## src/rtl/core/scp_pkg.sv

```systemverilog
`timescale 1ns / 1ps

package scp_pkg;

    // Unlock pattern, compared against the write shift register after each write
    localparam logic [63:0] UNLOCK_PATTERN = 64'h5ca33ac55ca33ac5;
    // Writes after the unlock that complete a clock-set
    localparam logic [6:0]  SET_LENGTH     = 7'd64;

    typedef enum logic {
        CMD_READ  = 1'b0,
        CMD_WRITE = 1'b1
    } cmd_t;

    typedef struct packed {
        cmd_t       command;
        logic       write_bit;
        logic [5:0] now_seconds;
        logic [5:0] now_minutes;
        logic [4:0] now_hours;
        logic [2:0] now_weekday;
        logic [4:0] now_day;
        logic [3:0] now_month;
        logic [7:0] now_year;
    } item_t;

    typedef struct packed {
        logic        read_bit;
        logic        pattern_seen;
        logic        set_done;
        logic [63:0] set_word;
    } result_t;

    // Packed BCD of an 8-bit value, kept to 8 bits; v/10 as (v*205)>>11,
    // exact for every 8-bit v
    function automatic logic [7:0] to_bcd(input logic [7:0] v);
        logic [18:0] prod;
        logic [7:0]  q;
        logic [7:0]  r;
        prod = {11'd0, v} * 19'd205;
        q    = prod[18:11];
        r    = v - 8'(q * 8'd10);
        return 8'({q[3:0], 4'b0000} + r);
    endfunction

endpackage

```

## src/rtl/core/scp_time_word.sv

```systemverilog
`timescale 1ns / 1ps

module scp_time_word
    import scp_pkg::*;
(
    input  item_t       item,
    output logic [63:0] time_word
);

    logic [7:0] month_adj;

    assign month_adj = 8'({4'd0, item.now_month} + 8'd1);

    // bytes low to high: hundredths, sec, min, hour, weekday, day, month, year
    assign time_word = {
        to_bcd(item.now_year),
        to_bcd(month_adj),
        to_bcd({3'd0, item.now_day}),
        to_bcd({5'd0, item.now_weekday}),
        to_bcd({3'd0, item.now_hours}),
        to_bcd({2'd0, item.now_minutes}),
        to_bcd({2'd0, item.now_seconds}),
        8'h00
    };

endmodule

```

## src/rtl/core/scp_engine.sv

```systemverilog
`timescale 1ns / 1ps

module scp_engine
    import scp_pkg::*;
(
    input  logic    aclk,
    input  logic    aresetn,
    input  logic    proc,     // item in the input register is consumed this cycle
    input  item_t   item,
    output result_t res
);

    logic [63:0] write_shift_reg, write_shift_next;
    logic [63:0] read_shift_reg,  read_shift_next;
    logic [6:0]  set_count_reg,   set_count_next;
    logic [63:0] wsh_shifted;
    logic [63:0] time_word;
    logic        match;

    scp_time_word u_time_word (
        .item      (item),
        .time_word (time_word)
    );

    assign wsh_shifted = {item.write_bit, write_shift_reg[63:1]};
    assign match       = (wsh_shifted == UNLOCK_PATTERN);

    always_comb begin
        write_shift_next = write_shift_reg;
        read_shift_next  = read_shift_reg;
        set_count_next   = set_count_reg;
        res              = '0;
        if (proc) begin
            if (item.command == CMD_READ) begin
                res.read_bit    = read_shift_reg[0];
                read_shift_next = {1'b0, read_shift_reg[63:1]};
            end else begin
                write_shift_next = wsh_shifted;
                if (match) begin
                    // pattern wins over a pending set completion
                    set_count_next   = 7'd1;
                    read_shift_next  = time_word;
                    res.pattern_seen = 1'b1;
                end else if (set_count_reg != 7'd0) begin
                    if (set_count_reg >= SET_LENGTH) begin
                        set_count_next = 7'd0;
                        res.set_done   = 1'b1;
                        res.set_word   = wsh_shifted;
                    end else begin
                        set_count_next = set_count_reg + 7'd1;
                    end
                end
            end
        end
    end

    always_ff @(posedge aclk) begin
        if (!aresetn) begin
            write_shift_reg <= '0;
            read_shift_reg  <= '0;
            set_count_reg   <= '0;
        end else begin
            write_shift_reg <= write_shift_next;
            read_shift_reg  <= read_shift_next;
            set_count_reg   <= set_count_next;
        end
    end

    a_count_range: assert property (@(posedge aclk) disable iff (!aresetn)
        set_count_reg <= SET_LENGTH)
        else $error("set count beyond set length");

    a_unlock_arms: assert property (@(posedge aclk) disable iff (!aresetn)
        proc && item.command == CMD_WRITE && match |=> set_count_reg == 7'd1)
        else $error("unlock did not arm the count");

    a_read_keeps_write: assert property (@(posedge aclk) disable iff (!aresetn)
        proc && item.command == CMD_READ |=> $stable(write_shift_reg) && $stable(set_count_reg))
        else $error("read disturbed write state");

    a_done_disarms: assert property (@(posedge aclk) disable iff (!aresetn)
        res.set_done |=> set_count_reg == 7'd0)
        else $error("count not cleared after set");

endmodule

```

## src/rtl/core/serial_clock_pattern_unlock_top.sv

```systemverilog
`timescale 1ns / 1ps

// Serial calendar register with a 64-bit unlock pattern. Every transaction is
// one bus access: a write shifts one bit into a 64-bit write register, and when
// that register matches the unlock pattern the current time (given in binary on
// the input) is latched as packed BCD into a read register and a 64-write
// clock-set count arms; the 64th following write reports the write register as
// the set word. A read returns the next time bit, LSB first. One result per
// transaction. Throughput is one per clock unless m_tready stalls; items pass
// the input register, then the result register, and the state registers
// update as each item leaves the input register. Both sides may stall freely.
module serial_clock_pattern_unlock_top
    import scp_pkg::*;
(
    input  logic        aclk,
    input  logic        aresetn,
    input  logic        s_tvalid,
    output logic        s_tready,
    // [0] write_bit, [6:1] now_seconds, [12:7] now_minutes, [17:13] now_hours,
    // [20:18] now_weekday, [25:21] now_day, [29:26] now_month, [37:30] now_year,
    // [39:38] zero
    input  logic [39:0] s_tdata,
    // [0] command (0 read, 1 write)
    input  logic [0:0]  s_tuser,
    output logic        m_tvalid,
    input  logic        m_tready,
    // [0] read_bit, [64:1] set_word, [71:65] zero
    output logic [71:0] m_tdata,
    // [0] pattern_seen, [1] set_done
    output logic [1:0]  m_tuser
);

    item_t   s_item;
    item_t   in_item_reg, in_item_next;
    logic    in_valid_reg, in_valid_next;
    result_t out_res_reg, out_res_next;
    logic    out_valid_reg, out_valid_next;
    result_t res;
    logic    adv;     // result register free to take the next result
    logic    s_fire;

    // unpack the incoming transaction
    assign s_item.command     = cmd_t'(s_tuser[0]);
    assign s_item.write_bit   = s_tdata[0];
    assign s_item.now_seconds = s_tdata[6:1];
    assign s_item.now_minutes = s_tdata[12:7];
    assign s_item.now_hours   = s_tdata[17:13];
    assign s_item.now_weekday = s_tdata[20:18];
    assign s_item.now_day     = s_tdata[25:21];
    assign s_item.now_month   = s_tdata[29:26];
    assign s_item.now_year    = s_tdata[37:30];

    assign adv      = !out_valid_reg || m_tready;
    assign s_tready = !in_valid_reg || adv;
    assign s_fire   = s_tvalid && s_tready;

    // state update and result logic for the item in the input register
    scp_engine u_engine (
        .aclk    (aclk),
        .aresetn (aresetn),
        .proc    (in_valid_reg && adv),
        .item    (in_item_reg),
        .res     (res)
    );

    always_comb begin
        in_item_next   = in_item_reg;
        in_valid_next  = in_valid_reg;
        out_res_next   = out_res_reg;
        out_valid_next = out_valid_reg;
        if (s_fire) begin
            in_item_next  = s_item;
            in_valid_next = 1'b1;
        end else if (adv) begin
            in_valid_next = 1'b0;
        end
        if (adv) begin
            out_res_next   = res;
            out_valid_next = in_valid_reg;
        end
    end

    always_ff @(posedge aclk) begin
        if (!aresetn) begin
            in_valid_reg  <= 1'b0;
            out_valid_reg <= 1'b0;
        end else begin
            in_valid_reg  <= in_valid_next;
            out_valid_reg <= out_valid_next;
        end
    end

    // payload registers, no reset
    always_ff @(posedge aclk) begin
        in_item_reg <= in_item_next;
        out_res_reg <= out_res_next;
    end

    assign m_tvalid = out_valid_reg;
    assign m_tdata  = {7'd0, out_res_reg.set_word, out_res_reg.read_bit};
    assign m_tuser  = {out_res_reg.set_done, out_res_reg.pattern_seen};

endmodule
```

## config.mk

```make
export PLATFORM = sky130hd
export DESIGN_NAME = serial_clock_pattern_unlock_top
export DESIGN_NICKNAME = d
export VERILOG_FILES = /design/src/rtl/core/scp_pkg.sv /design/src/rtl/core/scp_time_word.sv /design/src/rtl/core/scp_engine.sv /design/src/rtl/core/serial_clock_pattern_unlock_top.sv
export SDC_FILE = /design/constraint.sdc
export NUM_CORES = 1
export LEC_CHECK = 0
export ABC_AREA = 1
export CAP_MARGIN = 10
export CORE_ASPECT_RATIO = 1.2
export CORE_MARGIN = 2
export CORE_UTILIZATION = 40
export CTS_BUF_LIST = sky130_fd_sc_hd__clkbuf_4 sky130_fd_sc_hd__clkbuf_8
export CTS_CLUSTER_DIAMETER = 50
export CTS_CLUSTER_SIZE = 25
export DETAILED_ROUTE_END_ITERATION = 6
export DONT_BUFFER_PORTS = 1
export PLACE_DENSITY = 0.56
export SYNTH_ARGS = -nofsm -noshare
export SYNTH_HDL_FRONTEND = slang
export SYNTH_SLANG_ARGS = --single-unit
```

## constraint.sdc

```tcl
create_clock -name aclk -period 6.3 [get_ports aclk]
set_input_delay 0.315 -clock aclk [delete_from_list [all_inputs] [get_ports aclk]]
set_output_delay 0.315 -clock aclk [all_outputs]
set_load 0.02 [all_outputs]
```

Yosys cells after proc, flatten, opt, wreduce, memory -nomap -nowiden
Cells that the tools add are included.
- output and inout port bits: 76
- bits of input ports: 45
- bits in latches: 0
- RAM bits: 0
- logic and storage cells: 75
- flip-flop bits (word level): 243
- memories: 0
- ROM bits: 0
- magnitude comparators: 1
- reduce and logical (&&, ||, !) cells: 15
- equal/unequal tests: 2
- div/mod/pow operators: 0
- $mul: 12
- bitwise logic cells: 4
- mux-type cells: 9
- $add $sub $neg: 14
- shift operators: 0
- operators by type and width (operator ; number):
    64-bit two-way mux ; 2
    65-bit two-way mux ; 1
    64-bit by 63-bit equality test with 1-bit output (second input constant) ; 1
    8-bit by 8-bit multiplier with 16-bit output (second input constant) ; 2
    6-bit by 8-bit multiplier with 14-bit output (second input constant) ; 2
    5-bit by 8-bit multiplier with 13-bit output (second input constant) ; 2
    7-bit two-way mux ; 3
    7-bit by 7-bit adder with 8-bit output ; 2
    7-bit by 8-bit adder with 8-bit output ; 2
    8-bit adder ; 2
    6-bit by 7-bit subtractor with 8-bit output ; 2
    8-bit subtractor ; 2
    5-bit by 3-bit multiplier with 7-bit output (second input constant) ; 2
    5-bit by 6-bit subtractor with 7-bit output ; 2
    3-bit by 3-bit multiplier with 6-bit output (second input constant) ; 2
    2-bit by 3-bit multiplier with 5-bit output (second input constant) ; 2
    7-bit by 1-bit adder with 7-bit output (second input constant) ; 1
    7-bit >= comparator (second input constant) ; 1
    7-bit nonzero test ; 1
    4-bit by 1-bit adder with 5-bit output (second input constant) ; 1
    5-bit OR reduction ; 1
    1-bit inverter ; 4
    2-bit AND reduction ; 2
    2-bit nonzero test ; 2
    other kinds (8) ; 13

Logic depth before layout (Yosys ltp)
- word-level depth: 7
- mapped depth: 38
- depth with buffers taken out: 38

Cells and area by module
A second synthesis with hierarchy kept.
- cell total of the unflattened synthesis: 1792
- area, all modules: 16294.4 sq um
- modules (own cells, without submodules) (module ; seq. area each (sq um) ; cells an instance ; area each (sq um) ; times used):
    scp_engine ; 2682.6 ; 873 ; 6820.3 ; 1
    scp_time_word ; 0.0 ; 792 ; 6139.6 ; 1
    serial_clock_pattern_unlock_top ; 3223.1 ; 127 ; 3334.4 ; 1

Worst setup path before layout
OpenSTA, ideal clock, no wires.
- kind: register to register
- start point: register in_item_reg[1] (netlist bit)
- end point: register u_engine.read_shift_reg[63]
- library setup time: 0.070 ns
- arrival: 5.922 ns
- slack: 0.309 ns
- period minus slack after synthesis: 5.991 ns
- cell stages (with the launch flop): 37
- cell sequence: edfxtp_1 > ha_1 > xor2_1 > ha_1 > fa_1 > inv_1 > fa_1 > inv_1 > ha_1 > nand2_1 > inv_1 > nand2_1 > nand2_1 > a21oi_1 > o21bai_1 > a31o_2 > nand2_1 > inv_1 > nor2_1 > ha_1 > fa_1 > inv_1 > fa_1 > ha_1 > nand2_1 > nand2_1 > a21oi_1 > inv_1 > nand2_1 > nand2_1 > inv_1 > nand2_1 > nand2_1 > nand2_1 > nand2_1 > nand2_1 > a21oi_1
- cells in the longest elaborated chain, start to end: 6
- RTL lines (element ; RTL line ; text):
    start, declared ; serial_clock_pattern_unlock_top.sv:34 ; item_t in_item_reg, in_item_next;
    start signal, assigned ; serial_clock_pattern_unlock_top.sv:95 ; in_item_reg <= in_item_next;
    8-bit by 8-bit multiplier with 16-bit output ; scp_pkg.sv:40 ; prod = {11'd0, v} * 19'd205;
    5-bit by 3-bit multiplier with 7-bit output ; scp_pkg.sv:42 ; r = v - 8'(q * 8'd10);
    8-bit subtractor ; scp_pkg.sv:42 ;
    8-bit adder (*) ; scp_pkg.sv:43 ; return 8'({q[3:0], 4'b0000} + r);
    64-bit two-way mux (*) ; scp_engine.sv:39 ; if (match) begin
    64-bit two-way mux (*) ; scp_engine.sv:34 ; if (item.command == CMD_READ) begin
    end signal, assigned ; scp_engine.sv:64 ; read_shift_reg <= read_shift_next;
    end, declared ; scp_engine.sv:14 ; logic [63:0] read_shift_reg, read_shift_next;
Mark *: on every way between the ends. The rest lies on a longest branch, timed or not. The select of a mux whose other input is x is not followed.
A chain may end at the register's enable or synchronous reset.

Final worst setup path
- start point: register in_item_reg[0] (netlist bit)
- end point: register u_engine.read_shift_reg[63]
Same word-level chain as after synthesis.

==> results.json <==
{
  "cts_made_buffers": 26,
  "synthAdderAreaFrac_pct": 24.0,
  "largest_reg_flops": 65,
  "synth_most_common_cell": "inv_1",
  "slew_headroom_pct": 25.7,
  "grt_max_degree": 129,
  "crit_top_cell": "nand2_1",
  "yosysTopAreaCell": "edfxtp_1",
  "synth_flop_cell": "dfxtp_1",
  "rr_worst_depth": 34,
  "synth_top_cell_area_share_pct": 21.0,
  "fin_crit_sh_pct": 97.2,
  "die-area_mm2": 0.0396,
  "yosys.area_share.simple_pct": 12.7,
  "synth.distinct_cells": 44,
  "power_density_mw_per_mm2": 338,
  "wl_mm": 30.5,
  "post-route-min-period_ns": 6.12,
  "ys_top_cells_by_count": "inv_1 (269), ha_1 (222), nand2_1 (203)",
  "synthArstFlopShare_pct": 0,
  "endpoint_kind": "flip-flop",
  "grt_use_total_pct": 15.2,
  "grt_pass1_wl_mm": 50.4,
  "crit_required_ns": 6.76,
  "syn_area_mm2": 0.0152,
  "htreeDepth": 1,
  "clk_path_buf_depth": 3,
  "worst_pin_slew_ns": 1.11,
  "worstHoldEndpoint": "m_tvalid",
  "synth_top_family_by_area": "adder cells",
  "wl_per_cell_um": 13.6,
  "hp-start": "m_tready",
  "synth-edff-count": 106,
  "rsz0062_at_grt": "true",
  "fillers": 3695,
  "cts_root_buf": "clkbuf_8",
  "syn_to_final_growth_pct": 11.8,
  "status": "complete, no violations",
  "synth-compound-area-share_pct": 13.4,
  "holdPathStages": 4,
  "core_area_mm2": 0.0377,
  "ff2ff_setup_slack_ns": 0.18,
  "vias": 11200,
  "port_buffers": 0,
  "ys_ff_latch": 242,
  "avgViaCountPerCell": 4.99,
  "critPathMaxStageDelay_ns": 0.52,
  "die_y_um": 217,
  "grt_antenna_before_repair": 0,
  "drive_gt1_share_pct": 7.35,
  "die_w_um": 182,
  "finalPower_mw": 5.74,
  "tritoncts": "built",
  "synthCells": 1714,
  "crit_arrival_ns": 6.58,
  "start_util_pct": 40.3,
  "timing.rr.start": "in_item_reg[0]",
  "ys_seq_area_share_pct": 38.9,
  "setup_viol": 0,
  "clock_latency_ns": 0.61,
  "globalplace.congestion": 0.801,
  "skew_ns": 0.0245,
  "reg2reg_to": "u_engine.read_shift_reg[63]",
  "clock-sinks": 242,
  "antenna_cells": 0,
  "drt-initial-drc-count": 451,
  "synthTopCellsByArea": "edfxtp_1 (21%), ha_1 (18%), dfxtp_1 (18%)",
  "critical_path_class": "flip-flop to flip-flop",
  "cap_violations": 0,
  "slowest_stage": "fa_1",
  "grt-ovfl-total": 0,
  "max-vdd-ir-drop_mv": 0.301,
  "cp-start-kind": "flip-flop",
  "core.rowCount": 78,
  "antenna_left": 0,
  "synth.mux.area_fraction_pct": 0,
  "grt_pass1_vias": 10700,
  "slew_violations": 0,
  "synth_xor_xnor_area_share_pct": 2.31,
  "crit_fanout": 3,
  "hold_viol": 0,
  "pin_count": 121,
  "syn_avg_cell_area_um2": 8.86,
  "path_clk_slew_ns": 0.10,
  "drc": 0,
  "fmax_mhz": 163,
  "first_pass_iters": 5,
  "setup_tns_ns": 0,
  "ys_warn_count": 0,
  "nets": 2058,
  "hold_path_class": "input pin to flip-flop",
  "p_leak_nw": 7.50,
  "dp_hpwl_mm": 21.8
}
-- where the power goes --
| group | internal [mW] | leakage, nW | total, mW | switching [mW] |
|---|---|---|---|---|
| Sequential | 1.71 | 2.29 | 1.78 | 0.0704 |
| Clock | 0.463 | 0.305 | 1.16 | 0.698 |
| Combinational | 1.28 | 4.90 | 2.80 | 1.52 |
| Total | 3.45 | 7.50 | 5.74 | 2.28 |
-- critical path, delay by kind of cell, from the launching register on --
kind / cells / cell delay (ns)
buffers and inverters: 6 / 0.32
XOR/XNOR: 1 / 0.18
flip-flops: 1 / 0.49
AO/OA/AOI/OAI: 5 / 0.74
adder cells (fa/ha/maj): 10 / 3.41
AND/OR/NAND/NOR: 12 / 0.85
-- metrics by stage --
| stage | util [%] | area (um^2) | setup WS (ns) | hold slack [ns] | instances |
|---|---|---|---|---|---|
| 4_1_cts | 44.3 | 16700 | 0.00563 | 0.0777 | 2244 |
| 2_1_floorplan | - | 15200 | 0.309 | 0.414 | 1720 |
| 5_1_grt | 45.1 | 17000 | -0.0857 | 0.0969 | 2248 |
| 6_report | 45.1 | 17000 | 0.177 | 0.126 | 2248 |
| 3_3_place_gp | 41.5 | 15600 | 0.0116 | 0.414 | 2155 |
| 3_5_place_dp | 41.5 | 15600 | -0.0848 | 0.414 | 2155 |
-- worst max-delay path by stage --
stage                               from  slack (ns)  depth (start not counted)                     endpoint
after floorplan           in_item_reg[1]        0.31                         36  u_engine.read_shift_reg[63]
after global placement    in_item_reg[1]        0.01                         35  u_engine.read_shift_reg[63]
after detailed placement  in_item_reg[1]       -0.08                         35  u_engine.read_shift_reg[63]
after CTS                 in_item_reg[1]       0.006                         32  u_engine.read_shift_reg[63]
after global routing      in_item_reg[0]       -0.09                         36  u_engine.read_shift_reg[63]
final                     in_item_reg[0]        0.18                         34  u_engine.read_shift_reg[63]
-- cell families (layout without fill, tap and decap cells) --
logic type / after synthesis / after routing
compound gates: 380 / 380
xor+xnor: 40 / 40
fa+ha+maj: 265 / 265
buf+inv: 336 / 384
flops: 242 / 242
other cells: 1 / 7
simple gates: 450 / 450
-- cell usage in the layout, fill, tap and decap left out, drive strengths merged, types with 3 or more instances in the layout --
cell type | synthesis | routed
clkinv | 0 | 7
nand4 | 34 | 34
nand2 | 203 | 203
o21bai | 7 | 7
conb | 1 | 7
o211ai | 9 | 9
edfxtp | 106 | 106
o21ai | 129 | 129
a21oi | 202 | 202
dlygate4sd3 | 0 | 40
a21o | 7 | 7
a211oi | 3 | 3
a31oi | 13 | 13
xor2 | 24 | 24
or2 | 6 | 6
inv | 272 | 286
nor4 | 14 | 14
xnor2 | 16 | 16
clkbuf | 40 | 26
buf | 24 | 24
ha | 222 | 222
dfxtp | 136 | 136
nor2 | 129 | 129
nor3 | 10 | 10
fa | 43 | 43
nand3 | 49 | 49
-- layer usage --
| metal | track usage (%) | vias up | part of all wire, % |
|---|---|---|---|
| li1 | - | 5842 | - |
| met3 | 2.32 | 40 | 4.3 |
| met1 | 18.5 | 5134 | 44 |
| met5 | 0 | - | 0 |
| met2 | 28.0 | 197 | 49 |
| met4 | 4.14 | 0 | 2.1 |
-- area by class of cell --
cell class | count | area, um^2 | share of cell area (%)
timing repair buffer | 64 | 617 | 3.63
tap | 480 | 601 | 3.54
clock buffer | 26 | 358 | 2.11
inverter | 272 | 1020 | 6.01
clock inverter | 22 | 248 | 1.46
sequential | 242 | 5910 | 34.8
multi-input combinational | 1142 | 8230 | 48.5
-- repair_timing --
action,in CTS,in global routing
pin swaps,1,28
setup buffers,0,3
hold buffers,41,0
endpoints found under the hold margin,145,0
endpoints found under the setup margin,1,2
resized for setup,3,43
No activity file was read; power rests on OpenSTA's default activity.
